[src/hw/rtl/pds_pkg.sv]
// Package for the PID drive step core: field widths, types, register
// indexes and saturation bounds. No dependencies.
package pds_pkg;

    localparam int DATA_W    = 16;               // Q8.8 data, gains, setpoint
    localparam int FRAC_BITS = 8;
    localparam int INTEG_W   = 24;               // integral, Q16.8
    localparam int LIMIT_W   = INTEG_W - 1;      // reset limit, unsigned
    localparam int ERR_W     = DATA_W + 1;       // setpoint minus measurement
    localparam int DIFF_W    = DATA_W + 2;       // error minus previous error
    localparam int SUM_W     = INTEG_W + 1;      // integral plus error
    localparam int PKP_W     = DATA_W + ERR_W;
    localparam int PKD_W     = DATA_W + DIFF_W;
    localparam int PKI_W     = DATA_W + INTEG_W;
    localparam int ACC_W     = PKI_W + 1;        // sum of the three products
    localparam int CFG_W     = LIMIT_W;          // widest register
    localparam int CFG_IDX_W = 3;

    typedef logic signed [DATA_W-1:0]  t_data;
    typedef logic signed [ERR_W-1:0]   t_err;
    typedef logic signed [DIFF_W-1:0]  t_diff;
    typedef logic signed [INTEG_W-1:0] t_integ;
    typedef logic signed [SUM_W-1:0]   t_sum;
    typedef logic signed [ACC_W-1:0]   t_acc;
    typedef logic        [LIMIT_W-1:0] t_limit;
    typedef logic        [CFG_W-1:0]   t_cfg_data;
    typedef logic        [CFG_IDX_W-1:0] t_cfg_idx;

    localparam t_cfg_idx CFG_KP    = 3'd0;
    localparam t_cfg_idx CFG_KI    = 3'd1;
    localparam t_cfg_idx CFG_KD    = 3'd2;
    localparam t_cfg_idx CFG_SETPT = 3'd3;
    localparam t_cfg_idx CFG_LIMIT = 3'd4;

    localparam t_limit LIMIT_RESET = LIMIT_W'(1 << (FRAC_BITS - 1));   // 0.5

    localparam t_acc   DRIVE_MAX  = ACC_W'((2 ** (DATA_W - 1)) - 1);
    localparam t_acc   DRIVE_MIN  = -DRIVE_MAX - ACC_W'(1);
    localparam t_acc   ROUND_HALF = ACC_W'(1 << (FRAC_BITS - 1));
    localparam t_sum   INTEG_MAX  = SUM_W'((2 ** (INTEG_W - 1)) - 1);
    localparam t_sum   INTEG_MIN  = -INTEG_MAX - SUM_W'(1);

endpackage

[src/hw/rtl/pid_drive_step_core.sv]
// PID drive step core: error, products and integral update, then rounding
// and drive saturation. Depends on pds_pkg.
//
//  channel   | direction | signals                                  | handshake
//  ----------+-----------+------------------------------------------+------------------------
//  in        | to core   | i_measurement                            | i_in_valid / o_in_stall
//  out       | from core | o_drive, o_drive_saturated               | o_out_valid / i_out_stall
//  cfg       | to core   | i_cfg_index, i_cfg_data                  | i_cfg_wr_en
//
// Three register stages: input, products, result. One item a cycle while the
// output does not stall; the result passes the products and result registers
// after the input transfer. The products stage sets the cycle: the error and
// difference subtracts ahead of the 16 x 18 multiply, beside the widest
// multiply (16 x 24) and the integral update. Each stage advances when the one
// after it is empty or moving, so bubbles close up under output stall. Reset
// clears the valid bits, the state and the configuration registers (limit to 0.5).
module pid_drive_step_core (
    input  logic                  i_clk,
    input  logic                  i_rst_n,
    input  logic                  i_cfg_wr_en,
    input  pds_pkg::t_cfg_idx     i_cfg_index,
    input  pds_pkg::t_cfg_data    i_cfg_data,
    input  logic                  i_in_valid,
    output logic                  o_in_stall,
    input  pds_pkg::t_data        i_measurement,
    output logic                  o_out_valid,
    input  logic                  i_out_stall,
    output pds_pkg::t_data        o_drive,
    output logic                  o_drive_saturated
);
    import pds_pkg::*;

    // configuration
    t_data  r_kp, r_ki, r_kd, r_setpt;
    t_limit r_limit;

    // state
    t_err   r_prev_err;
    t_integ r_integ;

    // stages
    logic   r_in_valid, r_p_valid, r_out_valid;
    t_data  r_meas;
    logic signed [PKP_W-1:0] r_pkp;
    logic signed [PKD_W-1:0] r_pkd;
    logic signed [PKI_W-1:0] r_pki;
    t_data  r_drive;
    logic   r_sat;

    logic   en_out, en_p, en_in, upd;
    t_err   w_err;
    t_diff  w_diff;
    t_sum   w_sum;
    t_integ n_integ;
    t_acc   w_acc, w_shift;
    t_data  n_drive;
    logic   n_sat;

    assign en_out     = !r_out_valid || !i_out_stall;
    assign en_p       = !r_p_valid || en_out;
    assign en_in      = !r_in_valid || en_p;
    assign upd        = r_in_valid && en_p;
    assign o_in_stall = !en_in;

    // error, difference and integral update
    always_comb begin
        w_err  = ERR_W'(r_setpt) - ERR_W'(r_meas);
        w_diff = DIFF_W'(w_err) - DIFF_W'(r_prev_err);
        w_sum  = SUM_W'(r_integ) + SUM_W'(w_err);
        if (w_sum > INTEG_MAX) begin
            n_integ = INTEG_MAX[INTEG_W-1:0];
        end else if (w_sum < INTEG_MIN) begin
            n_integ = INTEG_MIN[INTEG_W-1:0];
        end else begin
            n_integ = w_sum[INTEG_W-1:0];
        end
        // clear only when strictly above the limit
        if (SUM_W'(n_integ) > $signed({2'b00, r_limit})) begin
            n_integ = '0;
        end
    end

    // sum, round half up, saturate
    always_comb begin
        w_acc   = ACC_W'(r_pkp) + ACC_W'(r_pkd) + ACC_W'(r_pki) + ROUND_HALF;
        w_shift = w_acc >>> FRAC_BITS;
        if (w_shift > DRIVE_MAX) begin
            n_drive = DRIVE_MAX[DATA_W-1:0];
            n_sat   = 1'b1;
        end else if (w_shift < DRIVE_MIN) begin
            n_drive = DRIVE_MIN[DATA_W-1:0];
            n_sat   = 1'b1;
        end else begin
            n_drive = w_shift[DATA_W-1:0];
            n_sat   = 1'b0;
        end
    end

    always_ff @(posedge i_clk) begin
        if (!i_rst_n) begin
            r_kp    <= '0;
            r_ki    <= '0;
            r_kd    <= '0;
            r_setpt <= '0;
            r_limit <= LIMIT_RESET;
        end else if (i_cfg_wr_en) begin
            case (i_cfg_index)
                CFG_KP:    r_kp    <= i_cfg_data[DATA_W-1:0];
                CFG_KI:    r_ki    <= i_cfg_data[DATA_W-1:0];
                CFG_KD:    r_kd    <= i_cfg_data[DATA_W-1:0];
                CFG_SETPT: r_setpt <= i_cfg_data[DATA_W-1:0];
                CFG_LIMIT: r_limit <= i_cfg_data[LIMIT_W-1:0];
                default: begin
                    // drop writes beyond the register list
                end
            endcase
        end
    end

    always_ff @(posedge i_clk) begin
        if (!i_rst_n) begin
            r_in_valid  <= 1'b0;
            r_p_valid   <= 1'b0;
            r_out_valid <= 1'b0;
            r_prev_err  <= '0;
            r_integ     <= '0;
        end else begin
            if (en_in) begin
                r_in_valid <= i_in_valid;
            end
            if (en_p) begin
                r_p_valid <= r_in_valid;
            end
            if (en_out) begin
                r_out_valid <= r_p_valid;
            end
            if (upd) begin
                r_prev_err <= w_err;
                r_integ    <= n_integ;
            end
        end
    end

    // payload registers
    always_ff @(posedge i_clk) begin
        if (en_in && i_in_valid) begin
            r_meas <= i_measurement;
        end
        if (upd) begin
            // integral term uses the value held from earlier items
            r_pkp <= r_kp * w_err;
            r_pkd <= r_kd * w_diff;
            r_pki <= r_ki * r_integ;
        end
        if (en_out && r_p_valid) begin
            r_drive <= n_drive;
            r_sat   <= n_sat;
        end
    end

    assign o_out_valid       = r_out_valid;
    assign o_drive           = r_drive;
    assign o_drive_saturated = r_sat;

`ifndef SYNTH
    a_sat_at_bound: assert property (@(posedge i_clk) disable iff (!i_rst_n)
        o_out_valid && o_drive_saturated |->
            (o_drive == DRIVE_MAX[DATA_W-1:0]) || (o_drive == DRIVE_MIN[DATA_W-1:0]))
        else $error("saturated drive not at a bound");

    a_integ_limit: assert property (@(posedge i_clk) disable iff (!i_rst_n)
        upd |=> (SUM_W'(r_integ) <= $signed({2'b00, $past(r_limit)})))
        else $error("integral above reset limit after update");

    a_prev_err: assert property (@(posedge i_clk) disable iff (!i_rst_n)
        upd |=> (r_prev_err == $past(w_err)))
        else $error("previous error not taken from the transferred item");

    a_stall_full: assert property (@(posedge i_clk) disable iff (!i_rst_n)
        o_in_stall |-> (r_in_valid && r_p_valid && r_out_valid && i_out_stall))
        else $error("input stalled with room in the pipeline");
`endif

endmodule

[config.mk]
export PLATFORM = sky130hd
export DESIGN_NAME = pid_drive_step_core
export DESIGN_NICKNAME = d
export VERILOG_FILES = /design/src/hw/rtl/pds_pkg.sv /design/src/hw/rtl/pid_drive_step_core.sv
export SDC_FILE = /design/constraint.sdc
export NUM_CORES = 2
export LEC_CHECK = 0
export ABC_AREA = 1
export BUFFER_PORTS_ARGS = -buffer_cell sky130_fd_sc_hd__buf_2
export CORE_MARGIN = 2
export CORE_UTILIZATION = 50
export DETAILED_ROUTE_END_ITERATION = 10
export PLACE_DENSITY = 0.76
export SLEW_MARGIN = 20
export SYNTH_ARGS = -nofsm -noshare
export SYNTH_HDL_FRONTEND = slang
export SYNTH_SLANG_ARGS = --single-unit
[constraint.sdc]
create_clock -name i_clk -period 13.65 [get_ports i_clk]
set_clock_uncertainty 0.1 [all_clocks]
set_input_delay 1.365 -clock i_clk [delete_from_list [all_inputs] [get_ports i_clk]]
set_output_delay 1.365 -clock i_clk [all_outputs]
set_load 0.05 [all_outputs]
-- After elaboration in Yosys (flattened, before gate mapping)
Index checks and enable logic that the tools add are counted.
- memories kept: 0
- bits in read-only memories: 0
- bits in latches: 0
- output and inout port bits: 19
- input port bits: 47
- flip-flop bits (word level): 271
- logic and storage cells: 56
- RAM bits: 0
- div/mod/pow operators: 0
- bitwise operators: 0
- equal/unequal tests: 4
- mux-type cells: 5
- reduce and logical (&&, ||, !) cells: 17
- magnitude comparators: 5
- multipliers: 3
- add/sub/neg operators: 6
- shift operators: 0
- operators with widths (operator ; count):
    24-bit two-way mux ; 3
    35-bit by 40-bit adder with 41-bit output ; 1
    41-bit by 9-bit adder with 41-bit output (second input constant) ; 1
    16-bit by 24-bit multiplier with 40-bit output ; 1
    33-bit by 34-bit adder with 35-bit output ; 1
    16-bit by 18-bit multiplier with 34-bit output ; 1
    33-bit by 16-bit > comparator with 1-bit output (second input constant) ; 1
    33-bit by 16-bit < comparator with 1-bit output (second input constant) ; 1
    16-bit by 17-bit multiplier with 33-bit output ; 1
    24-bit by 17-bit adder with 25-bit output ; 1
    25-bit by 24-bit > comparator with 1-bit output (second input constant) ; 1
    25-bit by 24-bit < comparator with 1-bit output (second input constant) ; 1
    24-bit > comparator ; 1
    17-bit by 17-bit subtractor with 18-bit output ; 1
    16-bit by 16-bit subtractor with 17-bit output ; 1
    16-bit two-way mux ; 1
    2-bit AND reduction ; 5
    3-bit by 2-bit == test with 1-bit output (second input constant) ; 2
    1-bit logical NOT ; 5
    3-bit by 1-bit == test with 1-bit output (second input constant) ; 1
    3-bit == test (second input constant) ; 1
    1-bit logical AND ; 3
    3-bit logical NOT ; 1
    1-bit logical OR ; 3
    1-bit two-way mux ; 1

-- Logic depth before layout (Yosys ltp)
- depth in word-level cells: 7
- gate-level depth with buffers: 49

-- Worst setup path before layout
Ideal clock, no wire load.
- path kind: reg2reg
- from: register r_meas[0]
- to: register r_pkd[33] (data pin)
- slack: 4910 ps
- cell stages (with the launch flop): 44
- arrival time: 8377 ps
- cell sequence: edfxtp_1 > ha_1 > fa_1 > nand3b_1 > nand2_1 > nand2_1 > nand2_1 > a31oi_1 > o21ai_0 > nand2_1 > nand2_1 > nand2_1 > nand2_1 > inv_1 > buf_2 > ha_1 > nand2_1 > inv_1 > [8 not listed] > clkbuf_1 > clkbuf_1 > xnor2_1 > ha_1 > inv_1 > fa_1 > inv_1 > fa_1 > inv_1 > fa_1 > inv_1 > ha_1 > inv_1 > nor3_1 > nand2_1 > nor4_1 > a21oi_1 > xor2_1
- longest elaborated chain between the ends: 3
- ends and longest elaborated chain (element ; line ; text):
    start, declared ; pid_drive_step_core.sv:43 ; t_data r_meas;
    start signal, assigned ; pid_drive_step_core.sv:147 ; r_meas <= i_measurement;
    16-bit by 16-bit subtractor with 17-bit output ; pid_drive_step_core.sv:67 ; w_err = ERR_W'(r_setpt) - ERR_W'(r_meas);
    named net w_err[14] ; pid_drive_step_core.sv:51 ; t_err w_err;
    17-bit by 17-bit subtractor with 18-bit output ; pid_drive_step_core.sv:68 ; w_diff = DIFF_W'(w_err) - DIFF_W'(r_prev_err);
    16-bit by 18-bit multiplier with 34-bit output ; pid_drive_step_core.sv:152 ; r_pkd <= r_kd * w_diff;
    end signal, assigned ; pid_drive_step_core.sv:152 ;
    end, declared ; pid_drive_step_core.sv:45 ; logic signed [PKD_W-1:0] r_pkd;
The timed path passes the listed nets, and every way through them passes these cells.
A chain may end at the register's enable or synchronous reset.

-- Worst setup path after layout
- from: register r_meas[0]
- to: register r_pkd[30] (data pin)
- longest elaborated chain between the ends: 3
- ends and longest elaborated chain (element ; line):
    16-bit by 16-bit subtractor with 17-bit output ; pid_drive_step_core.sv:67
    17-bit by 17-bit subtractor with 18-bit output ; pid_drive_step_core.sv:68
    16-bit by 18-bit multiplier with 34-bit output ; pid_drive_step_core.sv:152
Every way passes these cells.

==> flow_metrics.py <==
metrics = {
    "synth": {
        "ys_ff_latch": 271,
        "synth_top_area_share_pct": 37.7,
        "syn_area_mm2": 0.0518,
        "synthTopCellsByArea": "fa_1, inv_1, ha_1",
        "synth_warnings": 0,
        "synth_edf_count": 140,
        "syn_avg_cell_area_um2": 8.15,
        "synth_cells": 6354,
        "async_reset_ff_share_pct": 0,
        "syn-num-nets": 7801,
        "synthDistinctLibCells": 55,
        "ys.flop_type": "edfxtp_1",
        "yosysTopAreaCell": "fa_1",
        "seq_area_frac_synth_pct": 13.2,
    },
    "clock_tree": {
        "cts.sinks": 271,
        "hold_buffers": 0,
        "htreeDepth": 2,
        "cts_buffer_depth": 3,
        "cts_setup_buffers": 0,
        "clk_pin_slew_worst_paths_ps": 70,
        "clk_latency_ps": 600,
        "cts-buffers-inserted": 36,
        "cts_tree": "done",
        "clock-root-buffer": "clkbuf_16",
        "ctsResizeCount": 0,
    },
    "die": {
        "fp.coreArea_mm2": 0.103,
        "die_area_mm2": 0.106,
        "die_w_um": 326,
        "initial_utilization_pct": 50.2,
        "die_h_um": 326,
        "top_level_ports": 66,
        "rows": 118,
    },
    "power": {
        "leakage_nw": 26.8,
        "power_per_cell_area_mw_per_mm2": 107,
        "peakVddDrop_mv": 0.102,
    },
    "cells_and_area": {
        "seqCellArea_mm2": 0.00683,
        "final_cell_mix": "inv_1, nand2_1, fa_1",
        "utilization_pct": 53.0,
        "drive_above_1_share_pct": 4.04,
        "fillers": 9552,
        "multi_input_area_mm2": 0.0382,
        "final_nets": 7733,
        "final_common_cell": "inv_1",
        "syn_to_final_growth_pct": 5.40,
    },
    "routing": {
        "drc_errors": 0,
        "dr_total_vias": 41200,
        "wl_met3_mm": 12.5,
        "wl_mm": 145,
        "wl_met1_mm": 57.7,
        "dr.pass1.iters": 8,
        "viasPerCell": 5.36,
        "dr_wl_met2_mm": 66.7,
        "avgRoutedWirePerCell_um": 18.8,
        "drtIter0Drc": 3554,
        "final_antenna_net_count": 0,
        "top_layer": "met4",
    },
    "setup_path": {
        "worst-path-max-fanout": 15,
        "cp_data_required_time_ps": 13850,
        "worstPathArrival_ps": 10370,
        "cpMostUsedCell": "nand2_1",
        "startpoint_type": "flip-flop",
        "crit_type": "flip-flop to flip-flop",
        "slowest_delay_ps": 1050,
        "slowest_stage": "fa_1",
        "crit_path_end_kind": "flip-flop",
    },
    "status": {
        "run_status": "complete, no violations",
    },
    "timing": {
        "drv_slew": 0,
        "post-route-period-util_pct": 74.5,
        "worstMarginPinSlew_ps": 1140,
        "setup_viol": 0,
        "finalCriticalPeriod_ps": 10170,
        "fin_tns_setup_ps": 0,
        "hold_violations": 0,
        "rsz0062_at_grt": "no",
        "timing.fmax_mhz": 98.3,
        "slew_headroom_pct": 23.9,
    },
    "hold_path": {
        "holdCritPathClass": "flip-flop to flip-flop",
    },
    "global_route": {
        "grt_overflow": 0,
        "antenna_found_initial": 1,
        "grt_pass1_vias": 43400,
        "grt.total_usage_pct": 28.0,
        "grt_max_degree": 70,
        "grt_pass1_wl_mm": 233,
    },
    "placed_design": {
        "hpwl_mm": 117,
        "portBuffers": 65,
        "place_congestion": 1.00,
    },
    "flow_run": {
        "maxCapViolCount": 0,
    },
}
## kinds of logic after synthesis
family | count (synthesis) | share of synthesized area, %
xor gates and xnor gates | 183 | 3.11
AOI/OAI and AO/OA | 653 | 6.81
and+or+nand+nor | 2070 | 16.0
buffers and inverters | 1777 | 13.0
DFF | 271 | 13.2
adders and majority gates | 1400 | 48.0
## through the flow
stage          setup slack [ps]  power (W)  area, µm²  hold WS [ps]  std cells
6_report                   3480    0.00586      54600           353       7694
5_1_grt                    2710    0.00634      54600           366       7693
4_1_cts                    3590    0.00582      54600           354       7693
3_5_place_dp               3700    0.00473      53300           344       7628
3_3_place_gp               3970    0.00470      53300           338       7628
2_1_floorplan              4910    0.00370      51800           328       6354
## power by group
part	switching [W]	internal (W)	leakage, nW
clock	0.000434	0.000628	0.618
sequential	0.000143	0.00103	2.40
combinational	0.00243	0.00120	23.8
## cell type report
cell class | count | share of cell area (%)
clock buffers | 38 | 1.66
multi-input cells | 4306 | 70.1
inverters | 1570 | 10.8
repair buffers | 101 | 1.09
flip-flops and latches | 271 | 12.5
clock inverters | 27 | 0.688
well taps | 1380 | 3.16
diodes | 1 | 0.00459
## routing by layer
metal	vias up	track usage (%)
li1	18700	-
met1	20200	36.7
met2	1835	45.9
met3	472	4.13
met4	0	13.0
met5	-	0
## worst max-delay path: cells and delay by family (launching register included)
family	cells	cell delay [ps]
AOI/OAI and AO/OA	6	1160
xor gates and xnor gates	1	150
adders and majority gates	10	5250
buffers and inverters	4	510
DFF	1	370
and+or+nand+nor	18	2310
## final timing paths
path	start	to	slack, ps	cells after the start
max	r_meas[0]$_DFFE_PP_	r_pkd[30]$_DFFE_PP_	3480	39
min	r_setpt[14]$_SDFFE_PN0P_	r_setpt[14]$_SDFFE_PN0P_	350	2
max reg2reg	r_meas[0]$_DFFE_PP_	r_pkd[30]$_DFFE_PP_	3480	39
min reg2reg	r_setpt[14]$_SDFFE_PN0P_	r_setpt[14]$_SDFFE_PN0P_	350	2
## Yosys cell counts, types with 5 or more instances
cell,n
buf_2,14
xor2_1,115
a21boi_0,11
a21o_1,15
clkbuf_1,188
nand3b_1,8
nor4_1,5
fa_1,975
clkinv_1,19
ha_1,425
edfxtp_1,140
o21ai_1,13
o21a_1,8
o21ai_0,184
nand2_2,10
nor3_1,24
nor2_1,463
nor2_2,12
a211oi_1,8
nand3_1,89
nand2_1,1383
inv_1,1536
o21bai_1,25
a31oi_1,14
nand4_1,23
inv_2,15
xnor2_1,67
a21oi_1,354
or2_2,36
dfxtp_1,131
## sequential cells by signal, summed over array words and instances, names as in the netlist, 16 cells and up
signal	count
r_pki	40
r_pkd	34
r_pkp	33
r_integ	24
r_limit	23
r_prev_err	17
o_drive	16
r_kd	16
r_ki	16
r_kp	16
r_meas	16
r_setpt	16
(Power assumes the default switching activity.)
